### src/sv/cdt_pkg.sv
// ----------------------------------------------------------------------------
// cdt_pkg
// Shared types and constants for the contact debounce and timeout block.
// ----------------------------------------------------------------------------
package cdt_pkg;

  // field widths
  localparam int unsigned LEG_W       = 2;
  localparam int unsigned RUN_W       = 4;
  localparam int unsigned DEBOUNCE_W  = 4;
  localparam int unsigned TIMEOUT_W   = 10;
  localparam int unsigned VEC_W       = 4;
  localparam int unsigned IN_TDATA_W  = 8;
  localparam int unsigned OUT_TDATA_W = 8;
  localparam int unsigned APB_ADDR_W  = 3;
  localparam int unsigned APB_DATA_W  = 32;

  // number of legs a message can name
  localparam int unsigned LEG_SPAN = 1 << LEG_W;

  // run counter saturation value
  localparam logic [RUN_W-1:0] RUN_MAX = {RUN_W{1'b1}};

  // register reset values
  localparam logic [DEBOUNCE_W-1:0] DEBOUNCE_RST = DEBOUNCE_W'(3);
  localparam logic [TIMEOUT_W-1:0]  TIMEOUT_RST  = TIMEOUT_W'(150);

  // register index, taken from paddr[2]
  localparam logic REG_DEBOUNCE = 1'b0;
  localparam logic REG_TIMEOUT  = 1'b1;

  // item kind carried on tuser
  typedef enum logic {
    FUNC_MSG  = 1'b0,
    FUNC_TICK = 1'b1
  } func_e;

  // configuration registers
  typedef struct packed {
    logic [DEBOUNCE_W-1:0] debounce_count;
    logic [TIMEOUT_W-1:0]  timeout_ticks;
  } cfg_t;

  // per-leg update strobe, already qualified by the pipeline advance
  typedef struct packed {
    logic msg;
    logic tick;
    logic reading;
  } leg_cmd_t;

endpackage

### src/sv/cdt_cfg.sv
// ----------------------------------------------------------------------------
// cdt_cfg
// APB register file holding the debounce count and the timeout in ticks.
// ----------------------------------------------------------------------------
module cdt_cfg import cdt_pkg::*; (
  input  logic                  clk_i,
  input  logic                  rst_ni,
  input  logic                  psel,
  input  logic                  penable,
  input  logic                  pwrite,
  input  logic [APB_ADDR_W-1:0] paddr,
  input  logic [APB_DATA_W-1:0] pwdata,
  output logic [APB_DATA_W-1:0] prdata,
  output logic                  pready,
  output cfg_t                  cfg_o
);

  cfg_t cfg_q, cfg_d;
  logic wr_en;
  logic reg_sel;

  assign pready  = 1'b1;
  assign wr_en   = psel & penable & pwrite;
  assign reg_sel = paddr[2];

  // register write decode
  always_comb begin
    cfg_d = cfg_q;
    if (wr_en) begin
      case (reg_sel)
        REG_DEBOUNCE: cfg_d.debounce_count = pwdata[DEBOUNCE_W-1:0];
        REG_TIMEOUT:  cfg_d.timeout_ticks  = pwdata[TIMEOUT_W-1:0];
        default:      cfg_d = cfg_q;
      endcase
    end
  end

  always_ff @(posedge clk_i or negedge rst_ni) begin
    if (!rst_ni) begin
      cfg_q.debounce_count <= DEBOUNCE_RST;
      cfg_q.timeout_ticks  <= TIMEOUT_RST;
    end else begin
      cfg_q <= cfg_d;
    end
  end

  // read mux
  always_comb begin
    case (reg_sel)
      REG_DEBOUNCE: prdata = APB_DATA_W'(cfg_q.debounce_count);
      REG_TIMEOUT:  prdata = APB_DATA_W'(cfg_q.timeout_ticks);
      default:      prdata = '0;
    endcase
  end

  assign cfg_o = cfg_q;

endmodule

### src/sv/cdt_leg.sv
// ----------------------------------------------------------------------------
// cdt_leg
// One leg: counter debounce of the contact reading and a saturating age
// counter. Gives the next accepted state and the next report bit.
// ----------------------------------------------------------------------------
module cdt_leg import cdt_pkg::*; #(
  parameter int unsigned AGE_WIDTH = 11
) (
  input  logic     clk_i,
  input  logic     rst_ni,
  input  leg_cmd_t cmd_i,
  input  cfg_t     cfg_i,
  output logic     accepted_d_o,
  output logic     report_d_o
);

  localparam int unsigned CMP_W = (AGE_WIDTH > TIMEOUT_W) ? AGE_WIDTH : TIMEOUT_W;
  localparam logic [AGE_WIDTH-1:0] AGE_MAX = {AGE_WIDTH{1'b1}};

  logic                 accepted_q, accepted_d;
  logic                 pending_q, pending_d;
  logic [RUN_W-1:0]     run_q, run_d;
  logic [AGE_WIDTH-1:0] age_q, age_d;
  logic [RUN_W-1:0]     run_inc;

  // debounce and age update
  always_comb begin
    accepted_d = accepted_q;
    pending_d  = pending_q;
    run_d      = run_q;
    age_d      = age_q;
    run_inc    = RUN_W'(1);
    if (cmd_i.msg) begin
      age_d     = '0;
      pending_d = cmd_i.reading;
      if (cmd_i.reading == accepted_q) begin
        run_d = '0;
      end else begin
        // extend a run of the same opposite value, else start a new one
        if (cmd_i.reading == pending_q) begin
          run_inc = (run_q == RUN_MAX) ? run_q : run_q + RUN_W'(1);
        end
        if (run_inc >= cfg_i.debounce_count) begin
          accepted_d = cmd_i.reading;
          run_d      = '0;
        end else begin
          run_d = run_inc;
        end
      end
    end else if (cmd_i.tick) begin
      if (age_q != AGE_MAX) begin
        age_d = age_q + AGE_WIDTH'(1);
      end
    end
  end

  always_ff @(posedge clk_i or negedge rst_ni) begin
    if (!rst_ni) begin
      accepted_q <= 1'b0;
      pending_q  <= 1'b0;
      run_q      <= '0;
      age_q      <= '0;
    end else begin
      accepted_q <= accepted_d;
      pending_q  <= pending_d;
      run_q      <= run_d;
      age_q      <= age_d;
    end
  end

  // stale legs report no contact
  assign accepted_d_o = accepted_d;
  assign report_d_o   = accepted_d & (CMP_W'(age_d) <= CMP_W'(cfg_i.timeout_ticks));

endmodule

### src/sv/contact_debounce_timeout.sv
// ----------------------------------------------------------------------------
// contact_debounce_timeout
// Per-leg contact qualifier: counter debounce of contact messages plus a
// staleness timeout driven by tick items.
// ----------------------------------------------------------------------------
//  channel   | dir | handshake                | payload
//  s_axis    | in  | tvalid / tready          | tuser: func; tdata: leg, reading
//  m_axis    | out | tvalid / tready          | tdata: reported, debounced
//  apb       | in  | psel, penable, pready=1  | debounce_count @0, timeout_ticks @4
//
//  one word accepted per cycle while m_axis takes results; its result word passes through
//  the input register, then the result register after the leg update logic
//  leg state updates at the edge the word moves into the result register
//  a stalled m_axis holds the result; one more word can wait in the input
//  register, then s_axis_tready stays low until m_axis takes the result
//  reset clears all leg state and restores debounce 3, timeout 150
// ----------------------------------------------------------------------------
module contact_debounce_timeout import cdt_pkg::*; #(
  parameter int unsigned LEGS      = 4,
  parameter int unsigned AGE_WIDTH = 11
) (
  input  logic                   clk_i,
  input  logic                   rst_ni,
  input  logic                   s_axis_tvalid,
  output logic                   s_axis_tready,
  input  logic [IN_TDATA_W-1:0]  s_axis_tdata,   // [1:0] leg, [2] reading, [7:3] zero
  input  logic                   s_axis_tuser,   // [0] func
  output logic                   m_axis_tvalid,
  input  logic                   m_axis_tready,
  output logic [OUT_TDATA_W-1:0] m_axis_tdata,   // [3:0] reported, [7:4] debounced
  input  logic                   psel,
  input  logic                   penable,
  input  logic                   pwrite,
  input  logic [APB_ADDR_W-1:0]  paddr,
  input  logic [APB_DATA_W-1:0]  pwdata,
  output logic [APB_DATA_W-1:0]  prdata,
  output logic                   pready
);

  cfg_t             cfg;
  logic             in_valid_q, in_valid_d;
  func_e            in_func_q;
  logic [LEG_W-1:0] in_leg_q;
  logic             in_reading_q;
  logic             in_take;
  logic             advance;
  logic             out_valid_q, out_valid_d;
  logic [VEC_W-1:0] reported_q, debounced_q;
  logic [VEC_W-1:0] reported_d, debounced_d;
  logic [LEGS-1:0]  leg_acc_d, leg_rep_d;

  // configuration registers
  cdt_cfg u_cfg (
    .clk_i   (clk_i),
    .rst_ni  (rst_ni),
    .psel    (psel),
    .penable (penable),
    .pwrite  (pwrite),
    .paddr   (paddr),
    .pwdata  (pwdata),
    .prdata  (prdata),
    .pready  (pready),
    .cfg_o   (cfg)
  );

  // pipeline flow control
  assign advance       = in_valid_q & (~out_valid_q | m_axis_tready);
  assign s_axis_tready = ~in_valid_q | advance;
  assign in_take       = s_axis_tvalid & s_axis_tready;
  assign in_valid_d    = in_take | (in_valid_q & ~advance);
  assign out_valid_d   = advance | (out_valid_q & ~m_axis_tready);

  always_ff @(posedge clk_i or negedge rst_ni) begin
    if (!rst_ni) begin
      in_valid_q  <= 1'b0;
      out_valid_q <= 1'b0;
    end else begin
      in_valid_q  <= in_valid_d;
      out_valid_q <= out_valid_d;
    end
  end

  // input register
  always_ff @(posedge clk_i) begin
    if (in_take) begin
      in_func_q    <= func_e'(s_axis_tuser);
      in_leg_q     <= s_axis_tdata[LEG_W-1:0];
      in_reading_q <= s_axis_tdata[LEG_W];
    end
  end

  // leg units
  for (genvar i = 0; i < LEGS; i++) begin : g_leg
    leg_cmd_t cmd;
    if (i < LEG_SPAN) begin : g_addr
      assign cmd.msg = advance & (in_func_q == FUNC_MSG) & (in_leg_q == LEG_W'(i));
    end else begin : g_noaddr
      assign cmd.msg = 1'b0;
    end
    assign cmd.tick    = advance & (in_func_q == FUNC_TICK);
    assign cmd.reading = in_reading_q;

    cdt_leg #(
      .AGE_WIDTH (AGE_WIDTH)
    ) u_leg (
      .clk_i        (clk_i),
      .rst_ni       (rst_ni),
      .cmd_i        (cmd),
      .cfg_i        (cfg),
      .accepted_d_o (leg_acc_d[i]),
      .report_d_o   (leg_rep_d[i])
    );
  end

  // gather the visible legs into the result vectors
  for (genvar j = 0; j < VEC_W; j++) begin : g_vec
    if (j < LEGS) begin : g_on
      assign debounced_d[j] = leg_acc_d[j];
      assign reported_d[j]  = leg_rep_d[j];
    end else begin : g_off
      assign debounced_d[j] = 1'b0;
      assign reported_d[j]  = 1'b0;
    end
  end

  // result register
  always_ff @(posedge clk_i) begin
    if (advance) begin
      reported_q  <= reported_d;
      debounced_q <= debounced_d;
    end
  end

  assign m_axis_tvalid = out_valid_q;
  assign m_axis_tdata  = {debounced_q, reported_q};

endmodule

### config.mk
export PLATFORM = sky130hd
export DESIGN_NAME = contact_debounce_timeout
export DESIGN_NICKNAME = d
export VERILOG_FILES = /design/src/sv/cdt_pkg.sv /design/src/sv/cdt_cfg.sv /design/src/sv/cdt_leg.sv /design/src/sv/contact_debounce_timeout.sv
export SDC_FILE = /design/constraint.sdc
export NUM_CORES = 1
export LEC_CHECK = 0
export BUFFER_PORTS_ARGS = -buffer_cell sky130_fd_sc_hd__buf_4
export CORE_ASPECT_RATIO = 1.75
export CORE_MARGIN = 1
export CORE_UTILIZATION = 53
export DETAILED_ROUTE_END_ITERATION = 7
export PLACE_DENSITY_LB_ADDON = 0.05
export SLEW_MARGIN = 20
export SYNTH_ARGS = -nofsm -noshare
export SYNTH_HDL_FRONTEND = slang
export SYNTH_SLANG_ARGS = --single-unit
### constraint.sdc
create_clock -name clk_i -period 5.5 [get_ports clk_i]
set_input_delay 0.55 -clock clk_i [delete_from_list [all_inputs] [get_ports clk_i]]
set_output_delay 0.55 -clock clk_i [all_outputs]
set_load 0.02 [all_outputs]
; Yosys cells after proc, flatten, opt, wreduce, memory -nomap -nowiden
; Index checks and enable logic that the tools add are counted.
[op_classes]
n_addsub = 8
order_cmp = 8
n_eq_ne = 19
mux = 49
bitwise = 26
n_reduce_logical = 3
[op_table]
columns = op, n
row1 = $mux 11, 12
row2 = $mux 4, 24
row3 = $pmux 32 s2, 1
row4 = $add 11x1->11 const B, 4
row5 = $le 11x10->1, 4
row6 = $ne 11x11->1 const B, 4
row7 = $add 4x1->4 const B, 4
row8 = $and 1x1->1, 16
row9 = $eq 4x4->1 const B, 4
row10 = $ge 4x4->1, 4
row11 = $mux 1, 12
row12 = $eq 1x1->1, 8
row13 = $not 1->1, 6
row14 = $eq 2x2->1 const B, 2
row15 = $or 1x1->1, 4
row16 = $reduce_and 2->1, 2
row17 = $eq 2x1->1 const B, 1
row18 = $logic_not 2->1, 1
[totals]
ff_bits = 96
inputBits = 51

; Longest topological paths before layout
[logic_depth]
word_depth = 11
mapped_depth = 13
mapped_depth_nobuf = 12

; Modules after synthesis
; Synthesis repeated with hierarchy kept, for this count alone.
[hier_totals]
hier_cells = 668
area_unflattened_um2 = 6392.4
[by_module_without_submodules]
columns = module, n_inst, cells_per_inst, area_each_um2, seq_area_each_um2
row1 = cdt_leg at g_leg[0].u_leg ..., 3, 143, 1267.5, 425.4
row2 = cdt_leg at g_leg[1].u_leg, 1, 145, 1257.5, 425.4
row3 = cdt_cfg, 1, 66, 813.3, 357.8
row4 = contact_debounce_timeout, 1, 28, 519.2, 410.4

; Worst setup path after synthesis
; Ideal clock, no wire load.
[synth_timing]
path_kind = reg-to-reg
from = register out_valid_q (netlist: m_axis_tvalid)
to = register reported_q[2] (data pin)
t_arrival_ps = 2561
required_ps = 5235
path_slack_ps = 2674
path_stages_with_launch = 13
period_less_slack_ps = 2826
cell_sequence = dfrtp_1 -> nor2b_1 -> buf_4 -> nor3b_2 -> and3_1 -> a31oi_1 -> a311oi_1 -> ha_1 -> nand4_1 -> nor2_1 -> and4_1 -> a221oi_1 -> a21oi_1
[synth_between]
elab_chain_cells = 8
word_cells_on_any_way = 11
[synth_lines]
columns = item, line_no
row1 = from (decl), contact_debounce_timeout.sv:47  ; logic out_valid_q, out_valid_d;
row2 = from (signal assigned), contact_debounce_timeout.sv:79  ; out_valid_q <= out_valid_d;
row3 = $not 1->1 (*), contact_debounce_timeout.sv:67  ; assign advance = in_valid_q & (~out_valid_q | m_axis_tready);
row4 = $or 1x1->1 (*), contact_debounce_timeout.sv:67
row5 = $and 1x1->1 (*), contact_debounce_timeout.sv:67
row6 = "$and 1x1->1, on equally long branches", "contact_debounce_timeout.sv:100, contact_debounce_timeout.sv:96"
row7 = $mux 11 / $and 1x1->1 (equally long branches), "cdt_leg.sv:50, contact_debounce_timeout.sv:96"
row8 = $mux 11 (*), cdt_leg.sv:33  ; if (cmd_i.msg) begin
row9 = net g_leg[2].u_leg.age_d[8], cdt_leg.sv:23  ; logic [AGE_WIDTH-1:0] age_q, age_d;
row10 = $le 11x10->1 (*), cdt_leg.sv:73  ; assign report_d_o = accepted_d & (CMP_W'(age_d) <= CMP_W'(cfg_i.timeout_ticks));
row11 = $and 1x1->1 (*), cdt_leg.sv:73
row12 = net g_leg[2].u_leg.report_d_o, cdt_leg.sv:14  ; output logic report_d_o
row13 = to (signal assigned), contact_debounce_timeout.sv:129  ; reported_q <= reported_d;
row14 = to (decl), contact_debounce_timeout.sv:48  ; logic [VEC_W-1:0] reported_q, debounced_q;
; Mark *: on every way through the listed nets, which the timed path passes. The rest lies on a longest branch.
; A chain may end at the register's enable or synchronous reset.

; Final worst setup path
[layout_timing]
from = register out_valid_q (netlist: m_axis_tvalid)
to = register reported_q[0] (data pin)
[layout_between]
elab_chain_cells = 8
word_cells_on_any_way = 11
[layout_lines]
columns = item, line_no
row1 = $not 1->1 (*), contact_debounce_timeout.sv:67
row2 = $or 1x1->1 (*), contact_debounce_timeout.sv:67
row3 = $and 1x1->1 (*), contact_debounce_timeout.sv:67
row4 = "$and 1x1->1, on equally long branches", "contact_debounce_timeout.sv:100, contact_debounce_timeout.sv:96"
row5 = $mux 11 / $and 1x1->1 (equally long branches), "cdt_leg.sv:50, contact_debounce_timeout.sv:96"
row6 = $mux 11 (*), cdt_leg.sv:33
row7 = net g_leg[0].u_leg.age_d[9], cdt_leg.sv:23
row8 = $le 11x10->1 (*), cdt_leg.sv:73
row9 = $and 1x1->1 (*), cdt_leg.sv:73
row10 = net g_leg[0].u_leg.report_d_o, cdt_leg.sv:14
; Marked as above.

==> metrics.txt <==
status=completed; area of the multi-input gates=approximately 3500 µm²; #FFs+latches synth=96; starting density of the core=55.2%; Hold Path Class=input port to asynchronous set/reset pin; Clk pwr share=about a quarter; reg-to-reg endpoint=reported_q[0]$_DFFE_PN_; I/O pin count=94; Synth top area share=between 30% and 40%; setup_tns=0 ns; # fillers=between 1,000 and 1,500; Synth area leaders=dfrtp_1 (31%), ha_1 (13%), edfxtp_1 (5.8%); layout cell share with drive strength beyond 1=a little over an eighth; input/output buffers=slightly above 40; clock buffer depth=2; switching power=between 800 and 900 µW; clk_lat worst skew=0.35 ns; Place WS=between 1.5 and 2 ns; Net Sw Frac=a little under two fifths; via count=around 5,000; Power Dens Cells=358 nW/µm²; flop-to-flop setup slack=between 2 and 2.5 ns; DR WL/cell=approximately 18 µm; TritonCTS buffer count=9; asr flop ratio synth=between 80% and 90%; r2r startpoint=m_axis_tvalid$_DFF_PN0_; final worst slack=2.03 ns; gr ovfl total=0; largest fanout on the critical path=16; leading area contributor after synthesis=dfrtp_1; register area share after synthesis=around two fifths; Final Hold Fails=0; Reg area=approximately 2500 µm²; Post-synth top cells=nand2_1 (81), dfrtp_1 (78), ha_1 (64), nor2_1 (53), nand3_1 (37); global-route wire length before repair=~24 mm; Top FF cell, synth=dfrtp_1; syn_area_per_cell=9.46 µm²; CTS Sinks=96; Yosys cell types=63; ANT cells=0; Routed WL=approximately 15 mm; most frequent cell after synthesis=nand2_1; crit path capture type=register; CTS tree=built; Worst Path Arrival=approximately 3.6 ns; critical path required time=5.60 ns; initial antenna violation count=0; Hold-fix buffers, CTS=0; Routed Antenna Nets=0; Total GRT Usage=about a quarter; area grow syn2layout=9.62%; Final Slew Violations=0; synth warn=0; f_max=just under 0.3 GHz; count of final setup violators=0; DR vias/cell=between 5 and 6; RSZ-0062 raised after global routing=no; pin slew with the least headroom to its limit=about 0.74 ns; Internal=1.53 mW; VDD IR max=about 250 µV; hold slack=between 0.1 and 0.15 ns; Tcrit/Tclk final=a little over three fifths; Slew headroom=50.5%; Syn Std Cell Area=about 6200 µm²; first-pass iteration count of the detailed router=5; P_leak=~3.2 nW; CTS root buf=clkbuf_16; Placeable Area=between 10,000 and 15,000 µm²; Max Cap Viol=0; Final Critical Period=around 3.5 ns; Post-synth EDFFs=12; post-CTS setup buffer count=0; Chip Width=about 84 µm; CP Launch Type=register; Die ar.=around 12,000 µm²; DP Wirelength=around 11 mm; Initial DRC Count=between 200 and 300; H-tree Lvls=3; Setup CP Type=register to register; NumNets Final=roughly 800; sequential share of power=42.9%; DIE HEIGHT=~150 µm; vias in the first global route=between 4,000 and 5,000; Worst-path clk slew=0.07 ns; clock skew=between 0.01 and 0.015 ns; FF-to-FF path depth=11; Remaining DRCs=0; Post-Syn Instances=roughly 660; # rows=51; largest net degree at the start of global routing=55; Logic pwr share=between 30% and 40%; Resized Gates After CTS=0; GPL Wtd Cong=0.821
worst max-delay path by stage:
stage                                       start                       to  slack [ns]  cells after the start
after floorplan           m_axis_tvalid$_DFF_PN0_  reported_q[2]$_DFFE_PN_        2.67                     12
after global placement              m_axis_tready  reported_q[1]$_DFFE_PN_        1.87                     12
after detailed placement            m_axis_tready  reported_q[1]$_DFFE_PN_        1.82                     12
after CTS                 m_axis_tvalid$_DFF_PN0_  reported_q[1]$_DFFE_PN_        2.08                     11
after global routing      m_axis_tvalid$_DFF_PN0_  reported_q[1]$_DFFE_PN_        1.80                     11
final                     m_axis_tvalid$_DFF_PN0_  reported_q[0]$_DFFE_PN_        2.03                     11
state kept, by name, summed over array words and instances (netlist names), 2 cells and up:
name and count:
u_cfg.cfg_o 14, debounced_q 4, g_leg.u_leg.accepted_q 4, in_leg_q 2, g_leg.u_leg.age_q 44, g_leg.u_leg.run_q 16, reported_q 4, g_leg.u_leg.pending_q 4
critical path: stages, from the launching register on:
cell and delay (ns):
dfrtp_1 0.41, nand2b_1 0.16, nand3_1 0.56, nor4_1 0.55, nor2_1 0.08, nor3_1 0.47, ha_1 0.35, nand4_1 0.10
nor3_1 0.05, a211oi_1 0.19, o21ai_0 0.11, and3b_1 0.20
power by group through the flow:
stage               clock network (mW)  logic, mW  registers (mW)
CTS                              0.579      0.821            1.04
global route                     0.604      0.932            1.07
floorplan                            0      0.585            1.03
finish                           0.570      0.818            1.04
detailed placement                   0      0.817            1.05
global placement                     0      0.779            1.04
logic make-up (layout without fill, tap and decap cells):
family,after synthesis,in the layout,synth area share (%)
compound gates,111,111,11.3
other cells,2,23,0.121
xor+xnor,26,26,3.67
flops,96,96,39.8
simple gates,266,266,21.4
mux,33,33,5.73
fa+ha+maj,64,64,12.9
buf+inv,58,82,5.08
metrics by stage:
step                cell area [µm²]  power, mW  utilization [%]  std cells
floorplan                      6280       1.61                -        677
global placement               6540       1.82             58.2        817
detailed placement             6540       1.87             58.2        817
CTS                            6800       2.44             60.6        833
global route                   6800       2.61             60.6        833
finish                         6800       2.43             60.6        833
final cells by class:
class	count	area share, %
Inverter	23	1.27
Multi-Input combinational cell	523	51.4
Timing Repair Buffer	43	4.75
Tap cell	132	2.43
Clock inverter	4	0.331
Sequential cell	96	36.3
Clock buffer	12	3.48
placed cells by master, fill, tap and decap left out, drive strengths merged, types with 3 or more instances in the layout:
master  count
clkbuf     12
xor2       14
o21a        3
a21oi      23
nand4      15
conb       23
dfrtp      78
edfxtp     12
o21ai      34
nor2       55
ha         64
or2         5
nand2      81
nand2b      5
inv        23
mux2i      13
and3       13
xnor2      12
nor4        5
and2       10
or3         4
o31ai       4
mux2       20
nand3      37
nor2b       4
a211oi      4
nor3b       5
a22o        4
dfstp       6
a31oi      19
nor3       19
buf        43
routing by layer:
layer | share of wire (%) | GRT usage [%] | vias up
li1 | - | - | 2414
met1 | 41 | 28.6 | 2433
met2 | 53 | 46.0 | 117
met3 | 3.7 | 3.75 | 26
met4 | 3.2 | 11.6 | 0
met5 | 0 | 0 | -
(Power assumes the default switching activity.)
